`config.mk`:
```
export PLATFORM = sky130hd
export DESIGN_NAME = bootloader_upgrade_sequencer_core
export DESIGN_NICKNAME = d
export VERILOG_FILES = /design/src/hdl/bus_pkg.sv /design/src/hdl/bus_front.sv /design/src/hdl/bus_queue.sv /design/src/hdl/bus_back.sv /design/src/hdl/bootloader_upgrade_sequencer_core.sv
export SDC_FILE = /design/constraint.sdc
export NUM_CORES = 1
export LEC_CHECK = 0
export BUFFER_PORTS_ARGS = -buffer_cell sky130_fd_sc_hd__buf_2
export CORE_MARGIN = 2
export CORE_UTILIZATION = 31
export CTS_CLUSTER_DIAMETER = 30
export CTS_CLUSTER_SIZE = 8
export DETAILED_ROUTE_END_ITERATION = 10
export PLACE_DENSITY = 0.5
export SLEW_MARGIN = 20
export SYNTH_ARGS = -nofsm -noshare
export SYNTH_HDL_FRONTEND = slang
export SYNTH_SLANG_ARGS = --single-unit
```
`constraint.sdc`:
```
create_clock -name clk -period 5.7 [get_ports clk]
set_input_delay 0.57 -clock clk [delete_from_list [all_inputs] [get_ports clk]]
set_output_delay 0.57 -clock clk [all_outputs]
set_load 0.1 [all_outputs]
```
`src/hdl/bus_pkg.sv`:
```
// Shared types, codes and constants of the bootloader upgrade sequencer.
// Used by the front, queue, back and top modules; depends on nothing else.
package bus_pkg;

  localparam int unsigned MaxRetry = 3;

  localparam int unsigned CfgAddrW = 3;
  localparam int unsigned CfgDataW = 9;
  localparam int unsigned InDataW  = 32;
  localparam int unsigned InUserW  = 2;
  localparam int unsigned OutDataW = 32;
  localparam int unsigned QDepth   = 2;

  typedef enum logic [CfgAddrW-1:0] {
    REG_VERSION_REPLY = 3'd0,
    REG_ERASE_REPLY   = 3'd1,
    REG_FLASH_REPLY   = 3'd2,
    REG_APP_HEADER    = 3'd3,
    REG_APP_VERSION   = 3'd4,
    REG_EXP_MAJOR     = 3'd5
  } reg_idx_t;

  typedef enum logic [1:0] {
    REQ_START   = 2'd0,
    REQ_FRAME   = 2'd1,
    REQ_TIMEOUT = 2'd2,
    REQ_TERM    = 2'd3
  } req_t;

  // Event classes handed from the front to the back.
  typedef enum logic [2:0] {
    EV_START   = 3'd0,
    EV_TIMEOUT = 3'd1,
    EV_TERM    = 3'd2,
    EV_VER     = 3'd3,
    EV_ERASE   = 3'd4,
    EV_FLASH   = 3'd5,
    EV_APP     = 3'd6,
    EV_OTHER   = 3'd7
  } ev_kind_t;

  typedef struct packed {
    ev_kind_t kind;
    logic     last;
    logic     ver_skip;
    logic     ver_match;
    logic     app_ok;
  } evt_t;

  typedef enum logic [5:0] {
    ST_IDLE    = 6'b000001,
    ST_VER     = 6'b000010,
    ST_ERASE   = 6'b000100,
    ST_FLASH   = 6'b001000,
    ST_RESET   = 6'b010000,
    ST_CONFIRM = 6'b100000
  } stage_t;

  localparam logic [2:0] CMD_NONE      = 3'd0;
  localparam logic [2:0] CMD_VER_REQ   = 3'd1;
  localparam logic [2:0] CMD_ERASE     = 3'd2;
  localparam logic [2:0] CMD_FLASH     = 3'd3;
  localparam logic [2:0] CMD_RESET_APP = 3'd4;
  localparam logic [2:0] CMD_APP_VER   = 3'd5;

  localparam logic [1:0] FIN_RUN   = 2'd0;
  localparam logic [1:0] FIN_OK    = 2'd1;
  localparam logic [1:0] FIN_ABORT = 2'd2;

  localparam logic [2:0] NOTE_NONE        = 3'd0;
  localparam logic [2:0] NOTE_UNREQUESTED = 3'd1;
  localparam logic [2:0] NOTE_UNSUPPORTED = 3'd2;
  localparam logic [2:0] NOTE_REFUSED     = 3'd3;
  localparam logic [2:0] NOTE_UNCHECKED   = 3'd4;
  localparam logic [2:0] NOTE_RETRYING    = 3'd5;

  localparam logic [9:0] WAIT_500  = 10'd500;
  localparam logic [9:0] WAIT_100  = 10'd100;
  localparam logic [9:0] WAIT_10   = 10'd10;
  localparam logic [9:0] WAIT_1000 = 10'd1000;
  localparam logic [9:0] WAIT_0    = 10'd0;

  localparam logic [3:0] TMO_3  = 4'd3;
  localparam logic [3:0] TMO_10 = 4'd10;
  localparam logic [3:0] TMO_1  = 4'd1;

  function automatic logic [2:0] stage_code(stage_t s);
    logic [2:0] c;
    c = 3'd0;
    unique case (s)
      ST_IDLE:    c = 3'd0;
      ST_VER:     c = 3'd1;
      ST_ERASE:   c = 3'd2;
      ST_FLASH:   c = 3'd3;
      ST_RESET:   c = 3'd4;
      ST_CONFIRM: c = 3'd5;
      default:    c = 3'd0;
    endcase
    return c;
  endfunction

endpackage

```
`src/hdl/bus_front.sv`:
```
// Front end: configuration registers and event classification.
// Depends on bus_pkg.
module bus_front (
  input  logic                          clk,
  input  logic                          rst_n,
  input  logic                          cfg_we,
  input  logic [bus_pkg::CfgAddrW-1:0]  cfg_addr,
  input  logic [bus_pkg::CfgDataW-1:0]  cfg_wdata,
  input  logic [1:0]                    req_type,
  input  logic [7:0]                    frame_type,
  input  logic [7:0]                    frame_second,
  input  logic [7:0]                    frame_third,
  input  logic [7:0]                    frame_len,
  input  logic                          last_chunk_sent,
  output bus_pkg::evt_t                 evt
);

  logic [7:0] ver_code_r;
  logic [7:0] erase_code_r;
  logic [7:0] flash_code_r;
  logic [7:0] app_hdr_code_r;
  logic [7:0] app_ver_code_r;
  logic [8:0] exp_major_r;

  always_ff @(posedge clk) begin
    if (!rst_n) begin
      ver_code_r     <= 8'd0;
      erase_code_r   <= 8'd1;
      flash_code_r   <= 8'd2;
      app_hdr_code_r <= 8'd3;
      app_ver_code_r <= 8'd4;
      exp_major_r    <= 9'h1FF;
    end else if (cfg_we) begin
      unique case (cfg_addr)
        bus_pkg::REG_VERSION_REPLY: ver_code_r     <= cfg_wdata[7:0];
        bus_pkg::REG_ERASE_REPLY:   erase_code_r   <= cfg_wdata[7:0];
        bus_pkg::REG_FLASH_REPLY:   flash_code_r   <= cfg_wdata[7:0];
        bus_pkg::REG_APP_HEADER:    app_hdr_code_r <= cfg_wdata[7:0];
        bus_pkg::REG_APP_VERSION:   app_ver_code_r <= cfg_wdata[7:0];
        bus_pkg::REG_EXP_MAJOR:     exp_major_r    <= cfg_wdata;
        default: ;
      endcase
    end
  end

  always_comb begin
    evt           = '0;
    evt.kind      = bus_pkg::EV_OTHER;
    evt.last      = last_chunk_sent;
    // A negative expected major disables the check; otherwise it fits in 8 bits.
    evt.ver_skip  = exp_major_r[8];
    evt.ver_match = !exp_major_r[8] && (frame_third == exp_major_r[7:0]);
    evt.app_ok    = (frame_len >= 8'd2) && (frame_second == app_ver_code_r);
    unique case (req_type)
      bus_pkg::REQ_START:   evt.kind = bus_pkg::EV_START;
      bus_pkg::REQ_TIMEOUT: evt.kind = bus_pkg::EV_TIMEOUT;
      bus_pkg::REQ_TERM:    evt.kind = bus_pkg::EV_TERM;
      bus_pkg::REQ_FRAME: begin
        // Equal codes resolve in this order.
        priority if (frame_type == ver_code_r)     evt.kind = bus_pkg::EV_VER;
        else if (frame_type == erase_code_r)       evt.kind = bus_pkg::EV_ERASE;
        else if (frame_type == flash_code_r)       evt.kind = bus_pkg::EV_FLASH;
        else if (frame_type == app_hdr_code_r)     evt.kind = bus_pkg::EV_APP;
        else                                       evt.kind = bus_pkg::EV_OTHER;
      end
      default: evt.kind = bus_pkg::EV_OTHER;
    endcase
  end

endmodule

```
`src/hdl/bus_queue.sv`:
```
// Two-word queue of classified events between front and back.
// Depends on bus_pkg.
module bus_queue (
  input  logic          clk,
  input  logic          rst_n,
  input  logic          push,
  input  bus_pkg::evt_t push_evt,
  output logic          full,
  input  logic          pop,
  output logic          empty,
  output bus_pkg::evt_t pop_evt
);

  bus_pkg::evt_t mem_r [bus_pkg::QDepth];
  logic          wr_ptr_r;
  logic          rd_ptr_r;
  logic [1:0]    count_r;
  logic [1:0]    count_nxt;

  assign full    = (count_r == 2'(bus_pkg::QDepth));
  assign empty   = (count_r == 2'd0);
  assign pop_evt = mem_r[rd_ptr_r];

  always_comb begin
    count_nxt = count_r;
    priority if (push && !pop) count_nxt = count_r + 2'd1;
    else if (pop && !push)     count_nxt = count_r - 2'd1;
    else                       count_nxt = count_r;
  end

  always_ff @(posedge clk) begin
    if (!rst_n) begin
      wr_ptr_r <= 1'b0;
      rd_ptr_r <= 1'b0;
      count_r  <= 2'd0;
    end else begin
      if (push) wr_ptr_r <= ~wr_ptr_r;
      if (pop)  rd_ptr_r <= ~rd_ptr_r;
      count_r <= count_nxt;
    end
  end

  always_ff @(posedge clk) begin
    if (push) mem_r[wr_ptr_r] <= push_evt;
  end

  a_no_overflow: assert property (@(posedge clk) disable iff (!rst_n)
    !(push && full && !pop))
    else $error("queue written while full");

  a_no_underflow: assert property (@(posedge clk) disable iff (!rst_n)
    !(pop && empty))
    else $error("queue read while empty");

endmodule

```
`src/hdl/bus_back.sv`:
```
// Back end: upgrade stage registers, retry logic and the result register.
// Depends on bus_pkg.
module bus_back (
  input  logic                          clk,
  input  logic                          rst_n,
  input  logic                          q_empty,
  input  bus_pkg::evt_t                 q_evt,
  output logic                          q_pop,
  output logic                          out_valid,
  input  logic                          out_ready,
  output logic [bus_pkg::OutDataW-1:0]  out_data
);

  bus_pkg::stage_t stage_r, stage_nxt;
  logic [2:0]      retry_r, retry_nxt;
  logic            timed_out_r, timed_out_nxt;
  logic            image_done_r, image_done_nxt;
  logic            out_valid_r;
  logic [bus_pkg::OutDataW-1:0] out_data_r;

  logic [2:0] cmd;
  logic [9:0] wait_ms;
  logic       arm;
  logic [3:0] tmo;
  logic [1:0] fin;
  logic [2:0] notice;
  logic       do_step;
  logic       do_abort;
  logic [3:0] retry_inc;

  assign q_pop     = !q_empty && (!out_valid_r || out_ready);
  assign out_valid = out_valid_r;
  assign out_data  = out_data_r;
  assign retry_inc = {1'b0, retry_r} + 4'd1;

  // First pass decides what the event does; the common success step follows.
  always_comb begin
    cmd = bus_pkg::CMD_NONE; wait_ms = bus_pkg::WAIT_0; arm = 1'b0; tmo = 4'd0;
    fin = bus_pkg::FIN_RUN; notice = bus_pkg::NOTE_NONE;
    do_step = 1'b0; do_abort = 1'b0;
    stage_nxt = stage_r; retry_nxt = retry_r;
    timed_out_nxt = timed_out_r; image_done_nxt = image_done_r;

    unique case (q_evt.kind)
      bus_pkg::EV_START: do_step = (stage_r == bus_pkg::ST_IDLE);
      bus_pkg::EV_TIMEOUT: begin
        priority if (stage_r == bus_pkg::ST_IDLE) begin
        end else if (stage_r == bus_pkg::ST_RESET) begin
          do_step = 1'b1;
        end else if (retry_inc > 4'(bus_pkg::MaxRetry)) begin
          do_abort = 1'b1;
        end else begin
          retry_nxt     = (retry_inc > 4'd7) ? 3'd7 : retry_inc[2:0];
          timed_out_nxt = 1'b1;
          notice        = bus_pkg::NOTE_RETRYING;
          arm           = 1'b1;
          tmo           = bus_pkg::TMO_3;
          unique case (stage_r)
            bus_pkg::ST_VER:     cmd = bus_pkg::CMD_VER_REQ;
            bus_pkg::ST_ERASE: begin
              cmd = bus_pkg::CMD_ERASE;
              tmo = bus_pkg::TMO_10;
            end
            bus_pkg::ST_CONFIRM: cmd = bus_pkg::CMD_APP_VER;
            default:             cmd = bus_pkg::CMD_NONE;
          endcase
        end
      end
      bus_pkg::EV_TERM: begin
        if ((stage_r == bus_pkg::ST_ERASE || stage_r == bus_pkg::ST_FLASH) && !timed_out_r)
          notice = bus_pkg::NOTE_REFUSED;
        else
          do_abort = 1'b1;
      end
      bus_pkg::EV_VER: begin
        priority if (stage_r != bus_pkg::ST_VER && stage_r != bus_pkg::ST_CONFIRM) begin
          notice = bus_pkg::NOTE_UNREQUESTED;
        end else if (!q_evt.ver_skip && !q_evt.ver_match) begin
          cmd      = bus_pkg::CMD_RESET_APP;
          do_abort = 1'b1;
        end else begin
          if (q_evt.ver_skip) notice = bus_pkg::NOTE_UNCHECKED;
          do_step = 1'b1;
        end
      end
      bus_pkg::EV_ERASE: begin
        if (stage_r == bus_pkg::ST_ERASE) do_step = 1'b1;
        else notice = bus_pkg::NOTE_UNREQUESTED;
      end
      bus_pkg::EV_FLASH: begin
        if (stage_r == bus_pkg::ST_FLASH) do_step = 1'b1;
        else notice = bus_pkg::NOTE_UNREQUESTED;
      end
      bus_pkg::EV_APP: begin
        priority if (stage_r == bus_pkg::ST_RESET) do_step = 1'b1;
        else if (stage_r == bus_pkg::ST_CONFIRM)   do_step = q_evt.app_ok;
        else                                       notice = bus_pkg::NOTE_UNSUPPORTED;
      end
      default: notice = bus_pkg::NOTE_UNSUPPORTED;
    endcase

    if (do_step) begin
      retry_nxt     = 3'd0;
      timed_out_nxt = 1'b0;
      arm           = 1'b1;
      unique case (stage_r)
        bus_pkg::ST_IDLE: begin
          stage_nxt = bus_pkg::ST_VER;
          cmd = bus_pkg::CMD_VER_REQ; wait_ms = bus_pkg::WAIT_500; tmo = bus_pkg::TMO_3;
        end
        bus_pkg::ST_VER: begin
          stage_nxt = bus_pkg::ST_ERASE;
          cmd = bus_pkg::CMD_ERASE; wait_ms = bus_pkg::WAIT_100; tmo = bus_pkg::TMO_10;
        end
        bus_pkg::ST_ERASE: begin
          stage_nxt = bus_pkg::ST_FLASH;
          cmd = bus_pkg::CMD_FLASH; wait_ms = bus_pkg::WAIT_10; tmo = bus_pkg::TMO_3;
          image_done_nxt = q_evt.last;
        end
        bus_pkg::ST_FLASH: begin
          if (!image_done_r) begin
            cmd = bus_pkg::CMD_FLASH; wait_ms = bus_pkg::WAIT_10; tmo = bus_pkg::TMO_3;
            image_done_nxt = q_evt.last;
          end else begin
            stage_nxt = bus_pkg::ST_RESET;
            cmd = bus_pkg::CMD_RESET_APP; wait_ms = bus_pkg::WAIT_1000;
            tmo = bus_pkg::TMO_1;
          end
        end
        bus_pkg::ST_RESET: begin
          stage_nxt = bus_pkg::ST_CONFIRM;
          cmd = bus_pkg::CMD_APP_VER; wait_ms = bus_pkg::WAIT_500; tmo = bus_pkg::TMO_3;
        end
        default: begin
          // Confirmation accepted: the upgrade is done.
          arm      = 1'b0;
          fin      = bus_pkg::FIN_OK;
          do_abort = 1'b0;
        end
      endcase
    end

    if (do_abort) fin = bus_pkg::FIN_ABORT;
    if (fin != bus_pkg::FIN_RUN) begin
      stage_nxt      = bus_pkg::ST_IDLE;
      retry_nxt      = 3'd0;
      timed_out_nxt  = 1'b0;
      image_done_nxt = 1'b0;
    end
  end

  always_ff @(posedge clk) begin
    if (!rst_n) begin
      stage_r      <= bus_pkg::ST_IDLE;
      retry_r      <= 3'd0;
      timed_out_r  <= 1'b0;
      image_done_r <= 1'b0;
      out_valid_r  <= 1'b0;
    end else begin
      if (q_pop) begin
        stage_r      <= stage_nxt;
        retry_r      <= retry_nxt;
        timed_out_r  <= timed_out_nxt;
        image_done_r <= image_done_nxt;
        out_valid_r  <= 1'b1;
      end else if (out_ready) begin
        out_valid_r  <= 1'b0;
      end
    end
  end

  always_ff @(posedge clk) begin
    if (q_pop) begin
      out_data_r <= {3'd0, notice, retry_nxt, bus_pkg::stage_code(stage_nxt), fin,
                     tmo, arm, wait_ms, cmd};
    end
  end

  a_retry_bound: assert property (@(posedge clk) disable iff (!rst_n)
    retry_r <= 3'(bus_pkg::MaxRetry))
    else $error("retry count above limit");

  a_finish_clears: assert property (@(posedge clk) disable iff (!rst_n)
    q_pop && fin != bus_pkg::FIN_RUN |=> stage_r == bus_pkg::ST_IDLE && retry_r == 3'd0)
    else $error("finish did not return to idle");

  a_timer_quiet: assert property (@(posedge clk) disable iff (!rst_n)
    q_pop && !arm |-> tmo == 4'd0)
    else $error("timeout given without arming");

endmodule

```
`src/hdl/bootloader_upgrade_sequencer_core.sv`:
```
// Top level of the bootloader upgrade sequencer: front, event queue and back.
// Depends on bus_pkg, bus_front, bus_queue and bus_back.
//
//  Port group | Dir | Contents
//  in_*       | in  | event word: tuser = req_type, tdata = frame bytes, tlast = last chunk flag
//  out_*      | out | result word: command, wait, timer, finish, stage, retries, notice
//  cfg_*      | in  | register writes, index 0..5, no read-back
//
// One event is taken per cycle and one result leaves per cycle when out_tready is high.
// Each event is written into the queue first; once the output is free, its result is
// registered. The two-word queue lets input run on while the result is stalled.
// Reset is synchronous and restores the default reply codes and the idle stage.
module bootloader_upgrade_sequencer_core (
  input  logic                          clk,
  input  logic                          rst_n,
  input  logic                          in_tvalid,
  output logic                          in_tready,
  // [7:0] frame_type, [15:8] frame_second, [23:16] frame_third, [31:24] frame_len
  input  logic [bus_pkg::InDataW-1:0]   in_tdata,
  // [1:0] req_type
  input  logic [bus_pkg::InUserW-1:0]   in_tuser,
  input  logic                          in_tlast,
  output logic                          out_tvalid,
  input  logic                          out_tready,
  // [2:0] command, [12:3] wait_ms, [13] timer_arm, [17:14] timer_s, [19:18] finish,
  // [22:20] stage_now, [25:23] retries, [28:26] notice, rest zero
  output logic [bus_pkg::OutDataW-1:0]  out_tdata,
  input  logic                          cfg_we,
  input  logic [bus_pkg::CfgAddrW-1:0]  cfg_addr,
  input  logic [bus_pkg::CfgDataW-1:0]  cfg_wdata
);

  bus_pkg::evt_t front_evt;
  bus_pkg::evt_t q_evt;
  logic          q_full;
  logic          q_empty;
  logic          q_pop;
  logic          push;

  assign in_tready = !q_full;
  assign push      = in_tvalid && !q_full;

  bus_front u_front (
    .clk             (clk),
    .rst_n           (rst_n),
    .cfg_we          (cfg_we),
    .cfg_addr        (cfg_addr),
    .cfg_wdata       (cfg_wdata),
    .req_type        (in_tuser[1:0]),
    .frame_type      (in_tdata[7:0]),
    .frame_second    (in_tdata[15:8]),
    .frame_third     (in_tdata[23:16]),
    .frame_len       (in_tdata[31:24]),
    .last_chunk_sent (in_tlast),
    .evt             (front_evt)
  );

  bus_queue u_queue (
    .clk      (clk),
    .rst_n    (rst_n),
    .push     (push),
    .push_evt (front_evt),
    .full     (q_full),
    .pop      (q_pop),
    .empty    (q_empty),
    .pop_evt  (q_evt)
  );

  bus_back u_back (
    .clk       (clk),
    .rst_n     (rst_n),
    .q_empty   (q_empty),
    .q_evt     (q_evt),
    .q_pop     (q_pop),
    .out_valid (out_tvalid),
    .out_ready (out_tready),
    .out_data  (out_tdata)
  );

endmodule

```
==> results of run 1 <==
-- synthesized netlist by cell type (all sizes together) (11+ instances only) --
library cell,count
a21oi,17
a21boi,39
nor2b,11
nand3,26
nor3,17
edfxtp,39
nor2,38
nand2,117
dfxtp,66
xor2,20
buf,11
xnor2,38
clkbuf,17
-- per-stage QoR --
stage	hold WS, ns	power [mW]	util (%)
floorplan	0.448	2.12	-
detailed placement	0.471	2.33	35.2
CTS	0.423	2.94	36.9
global placement	0.463	2.32	35.2
finish	0.431	2.90	36.9
global route	0.412	3.05	36.9
-- flip-flops by register name (all words and copies together) (netlist names), 2 cells and up, named ones only --
| signal | count |
|---|---|
| u_back.out_data | 25 |
| u_queue.mem_r | 14 |
| u_front.exp_major_r | 9 |
| u_front.app_hdr_code_r | 8 |
| u_front.app_ver_code_r | 8 |
| u_front.erase_code_r | 8 |
| u_front.flash_code_r | 8 |
| u_front.ver_code_r | 8 |
| u_back.stage_r | 6 |
| u_back.retry_r | 3 |
| u_queue.count_r | 2 |
-- power breakdown --
group / switching [mW] / internal (mW) / total, mW / leakage, nW
Combinational: 1.06 / 0.234 / 1.29 / 1.22
Sequential: 0.0647 / 0.942 / 1.01 / 0.911
Clock: 0.269 / 0.336 / 0.605 / 0.143
Total: 1.39 / 1.51 / 2.90 / 2.28
-- worst max-delay path: stages, from the launching register on --
cell	delay, ns
dfxtp_1	0.44
or4_1	0.67
or3_1	0.41
a21o_1	0.20
o2bb2ai_2	0.23
nand2b_1	0.39
a2111o_1	0.55
a2111oi_2	0.37
-- cell type report --
type | instances | area (sq um) | area share, %
multi-input cells | 440 | 2630 | 43.0
flip-flops and latches | 105 | 2490 | 40.7
repair buffers | 80 | 403 | 6.58
well taps | 220 | 275 | 4.50
clock buffers | 13 | 272 | 4.43
inverters | 7 | 26.3 | 0.429
clock inverters | 3 | 21.3 | 0.347
-- path summary, 6_finish.rpt --
kind                                                from                                     end  cells after the start
setup / recovery          u_back.stage_r[2]$_SDFFE_PN0P_           u_back.out_data[20]$_DFFE_PP_                      7
hold / removal                                  in_tlast           u_queue.mem_r[0][3]$_DFFE_PP_                      1
setup reg to reg          u_back.stage_r[2]$_SDFFE_PN0P_           u_back.out_data[20]$_DFFE_PP_                      7
hold reg to reg   u_front.app_hdr_code_r[3]$_SDFFE_PN0P_  u_front.app_hdr_code_r[3]$_SDFFE_PN0P_                      2
-- layer usage --
metal	vias up	wire (microns)
li1	2137	-
met1	1982	5770
met2	125	6310
met3	28	666
met4	0	303
met5	-	0
-- kinds of logic after synthesis --
| kind of cell | after synthesis | synth area share [%] |
|---|---|---|
| other | 1 | 0.0711 |
| and+or+nand+nor | 263 | 23.3 |
| buffers and inverters | 35 | 3.18 |
| DFF | 105 | 47.2 |
| adders and majority gates | 3 | 0.711 |
| xor gates and xnor gates | 58 | 9.63 |
| AOI/OAI and AO/OA | 102 | 14.1 |
| muxes | 9 | 1.75 |
==> flow_summary_export.csv, run 1 <==
group,metric,value,unit
layout,nFillCells,1716,
sta,finClkSkew,0.00997,ns
grt,grt_pass1_wl,21200,microns
setup_path,start_kind,"register",
sta,min_period,3.46,ns
power,power.density,474,mW/mm^2
logic_synthesis,synth_area_per_cell,9.16,sq um
route,first_pass_iters,5,
sta,max_slew_margin,29.5,%
layout,drive_above_1_share,16.4,%
route,wire_per_inst,15.0,microns
layout,diodes,0,
floorplan,die_w,134,microns
layout,fin_nets,698,
floorplan,core,0.0166,sq mm
clock_tree,cts_setup_buffers,0,
floorplan,placementRows,47,
logic_synthesis,synth.ff_latch_count,105,
setup_path,critPathArrivalTime,3.61,ns
clock_tree,clk_path_buf_depth,2,
logic_synthesis,synth_edf_count,39,
logic_synthesis,synth_top_cell_area_share,25.0,%
grt,grt_pass1_vias,4110,
placed_design,portBuffers,79,
sta,tns,0,ns
logic_synthesis,synth-async-reset-ratio,0,%
clock_tree,path_clk_slew,0.07,ns
setup_path,cp_max_fo,14,
logic_synthesis,synth_area,0.00528,sq mm
clock_tree,numCtsBuffers,9,
placed_design,post_dp_cell_area,0.00583,sq mm
grt,grt_max_degree,67,
clock_tree,h-tree-depth,3,
clock_tree,root_buffer,"clkbuf_16",
placed_design,detailed_place_hpwl,9600,microns
clock_tree,tritoncts,"done",
setup_path,endpoint_kind,"register",
clock_tree,holdBufCountCts,0,
clock_tree,cts_resized,0,
sta,rsz0062_at_grt,"false",
placed_design,place.gp.congestion,0.848,
sta,slew_viol_final,0,
sta,worstMarginPinSlew,1.05,ns
floorplan,fp.dieH,134,microns
sta,finalHoldViolCount,0,
route,drt_iter0_drc,237,
grt,grt-busiest-layer,"met2",
grt,grt_use_met3,3.49,%
floorplan,start_util,31.8,%
route,drc,0,
route,final_antenna_net_count,0,
clock_tree,clkSinkCount,105,
logic_synthesis,synth_area_leaders,"dfxtp_1 (25%), edfxtp_1 (22%), nand2_1 (8.3%)",
placed_design,pre_cts_ws,2.24,ns
setup_path,reg2reg_slack,2.24,ns
logic_synthesis,yosys.area.top_type,"dfxtp_1",
grt,grt.total_usage,15.0,%
layout,final_cells,868,
sta,clock.fmax,289,MHz
placed_design,dp_cells,852,
layout,final_common_cell,"nand2_1",
grt,antenna_found_initial,0,
route,avgViaCountPerCell,4.92,
route,vias,4272,
route,routed_wl,13100,microns
run_status,status,"completed",
sta,layout_setup_ws,2.24,ns
layout,final_cell_mix,"nand2_1 (117), buf_2 (79), dfxtp_1 (66)",
floorplan,die_area,0.0181,sq mm
setup_path,timing_worst_setup_path_type,"register to register",
logic_synthesis,synthCells,576,
logic_synthesis,ys.flop_type,"dfxtp_1",
floorplan,io_pins,86,
job,maxCapViolCount,0,
grt,gr-usage-met1,18.6,%
logic_synthesis,ys_seq_area_share,47.2,%
power,ir_drop,0.386,mV
worst_hold_path,hp-class,"input pin to register",
layout,syn_to_final_growth,16.0,%
sta,setup_viol,0,
grt,grt.met2_usage,25.4,%
clock_tree,clk_latency,0.35,ns
logic_synthesis,synthDistinctLibCells,59,
logic_synthesis,yosysWarnings,0,
power,leakagePower,2.28,nW
grt,grt_overflow,0,
sta,fin_crit_sh,60.6,%
setup_path,required,5.85,ns
layout,stdcell_area,0.00612,sq mm
Power figures use the tool's default switching activity.
==> run 2, diff against run 1 <==
--- a/config.mk
+++ b/config.mk
@@ -11,7 +11,7 @@
 export CTS_CLUSTER_DIAMETER = 30
 export CTS_CLUSTER_SIZE = 8
 export DETAILED_ROUTE_END_ITERATION = 10
-export PLACE_DENSITY = 0.5
+export PLACE_DENSITY = 0.52
 export SLEW_MARGIN = 20
 export SYNTH_ARGS = -nofsm -noshare
 export SYNTH_HDL_FRONTEND = slang
==> constraint.sdc (replaced) <==
create_clock -name clk -period 2.98 [get_ports clk]
set_input_delay 0.298 -clock clk [delete_from_list [all_inputs] [get_ports clk]]
set_output_delay 0.298 -clock clk [all_outputs]
set_load 0.1 [all_outputs]
==> run 2 against run 1 <==
  * Non-clock buffer count increased by 29
  * Critical endpoint unchanged
  * Register-to-register slack got worse by 2.2 ns
  * Count of clock-buffer cells in the layout decreased by 1
  * Core utilization increased by 1.4 points
  * Final cell count increased by 3.2%
  * Combinational power increased by 110%
==> flow_summary_export.csv, run 2 (synthesis gave the netlist of run 1 again) <==
group,metric,value,unit
floorplan,start_util,31.8,%
layout,nFillCells,1724,
floorplan,placementRows,47,
setup_path,required,3.13,ns
sta,finClkSkew,0.00929,ns
floorplan,io_pins,86,
run_status,status,"completed",
placed_design,post_dp_cell_area,0.00603,sq mm
route,first_pass_iters,5,
layout,utilization,38.3,%
layout,regArea,0.00249,sq mm
clock_tree,clkSinkCount,105,
sta,min_period,2.89,ns
grt,grt.total_usage,15.2,%
layout,diodes,0,
power,power.density,899,mW/mm^2
sta,clock.fmax,346,MHz
placed_design,place.gp.congestion,0.922,
grt,grt_max_degree,31,
sta,tns,0,ns
setup_path,cpPeakStageDelay,0.46,ns
clock_tree,path_clk_slew,0.07,ns
floorplan,core,0.0166,sq mm
setup_path,timing_worst_setup_path_type,"register to register",
clock_tree,h-tree-depth,3,
floorplan,die_area,0.0181,sq mm
layout,largest_reg_flops,25,
layout,fin_nets,727,
route,final_antenna_net_count,0,
layout,drive_above_1_share,20.7,%
clock_tree,root_buffer,"clkbuf_16",
sta,worstMarginPinSlew,0.951,ns
layout,final_cell_mix,"nand2_1 (117), buf_2 (79), dfxtp_1 (65)",
setup_path,endpoint_kind,"register",
floorplan,fp.dieH,134,microns
power,ir_drop,0.812,mV
route,drt_iter0_drc,242,
sta,layout_setup_ws,0.0922,ns
grt,antenna_found_initial,0,
placed_design,pre_cts_ws,0.0409,ns
setup_path,cp_max_fo,5,
route,drc,0,
setup_path,crit_buf_inv,0,
grt,grt_pass1_wl,21500,microns
layout,stdcell_area,0.00635,sq mm
layout,multi_input_area,0.00265,sq mm
route,wire_per_inst,15.1,microns
sta,slew_viol_final,0,
setup_path,critPathTopFamily,"simple AND/OR/NAND/NOR gates",
setup_path,r2r_cells,8,
grt,grt_pass1_vias,4209,
worst_hold_path,whs_path_depth,1,
grt,grt_overflow,0,
setup_path,path_depth,8,
power,leakagePower,2.41,nW
sta,hold_slack,0.158,ns
placed_design,detailed_place_hpwl,10200,microns
sta,max_slew_margin,36.1,%
clock_tree,tritoncts,"done",
setup_path,start_kind,"register",
setup_path,critPathArrivalTime,3.04,ns
route,vias,4337,
worst_hold_path,hp-class,"input pin to register",
route,routed_wl,13500,microns
job,maxCapViolCount,0,
route,avgViaCountPerCell,4.84,
sta,fin_crit_sh,96.9,%
clock_tree,clk_latency,0.35,ns
layout,syn_to_final_growth,20.3,%
floorplan,die_w,134,microns
clock_tree,numCtsBuffers,9,
setup_path,crit_path_frequent_cell,"or2_2",
clock_tree,clk_path_buf_depth,2,
placed_design,portBuffers,79,
sta,setup_viol,0,
layout,final_common_cell,"nand2_1",
setup_path,slowest_stage,"edfxtp_1",
sta,finalHoldViolCount,0,
setup_path,crit_chain,"mux2i_2 -> mux2i_1 -> nor3_1 -> or2_2 -> and2_1 -> or2_2 -> a2111o_1 -> a2111oi_2",
==> run 2: cell type report <==
cell class                 instances  share of cell area (%)
sequential                       105                    39.3
tap                              220                    4.34
clock inverter                     3                   0.355
clock buffer                      12                    4.06
multi-input combinational        440                    41.7
inverter                           7                   0.414
timing repair buffer             109                    9.84
==> run 2: per-layer routing <==
layer | global-route usage [%] | vias to the layer above | part of all wire, %
met1 | 18.7 | 2018 | 44
met5 | 0 | - | 0
met3 | 3.72 | 18 | 5.1
met4 | 5.61 | 0 | 2.0
met2 | 26.0 | 111 | 49
li1 | - | 2190 | -
==> run 2: final timing paths <==
path                                                            from                              endpoint  slack, ns
worst max register to register         u_queue.mem_r[0][4]$_DFFE_PP_         u_back.out_data[20]$_DFFE_PP_       0.09
worst min register to register  u_front.erase_code_r[1]$_SDFFE_PN0P_  u_front.erase_code_r[1]$_SDFFE_PN0P_       0.48
worst max-delay path                   u_queue.mem_r[0][4]$_DFFE_PP_         u_back.out_data[20]$_DFFE_PP_       0.09
worst min-delay path                                        in_tlast         u_queue.mem_r[0][3]$_DFFE_PP_       0.16
==> run 2: report_power, final <==
| group | internal, mW | switching, mW | total, mW |
|---|---|---|---|
| logic | 0.572 | 2.11 | 2.68 |
| clock network | 0.619 | 0.519 | 1.14 |
| registers | 1.80 | 0.0888 | 1.89 |
==> run 2: what timing repair did <==
| action | in CTS | in global routing |
|---|---|---|
| setup endpoints to repair | 0 | 3 |
| gates resized for setup | 0 | 6 |
| hold buffers | 0 | 0 |
| buffers inserted | 0 | 2 |
==> run 2: per-stage QoR <==
| stage | power, mW | std cells |
|---|---|---|
| 2_1_floorplan | 4.05 | 580 |
| 3_3_place_gp | 4.57 | 879 |
| 3_5_place_dp | 4.58 | 879 |
| 4_1_cts | 5.73 | 894 |
| 5_1_grt | 5.95 | 896 |
| 6_report | 5.71 | 896 |
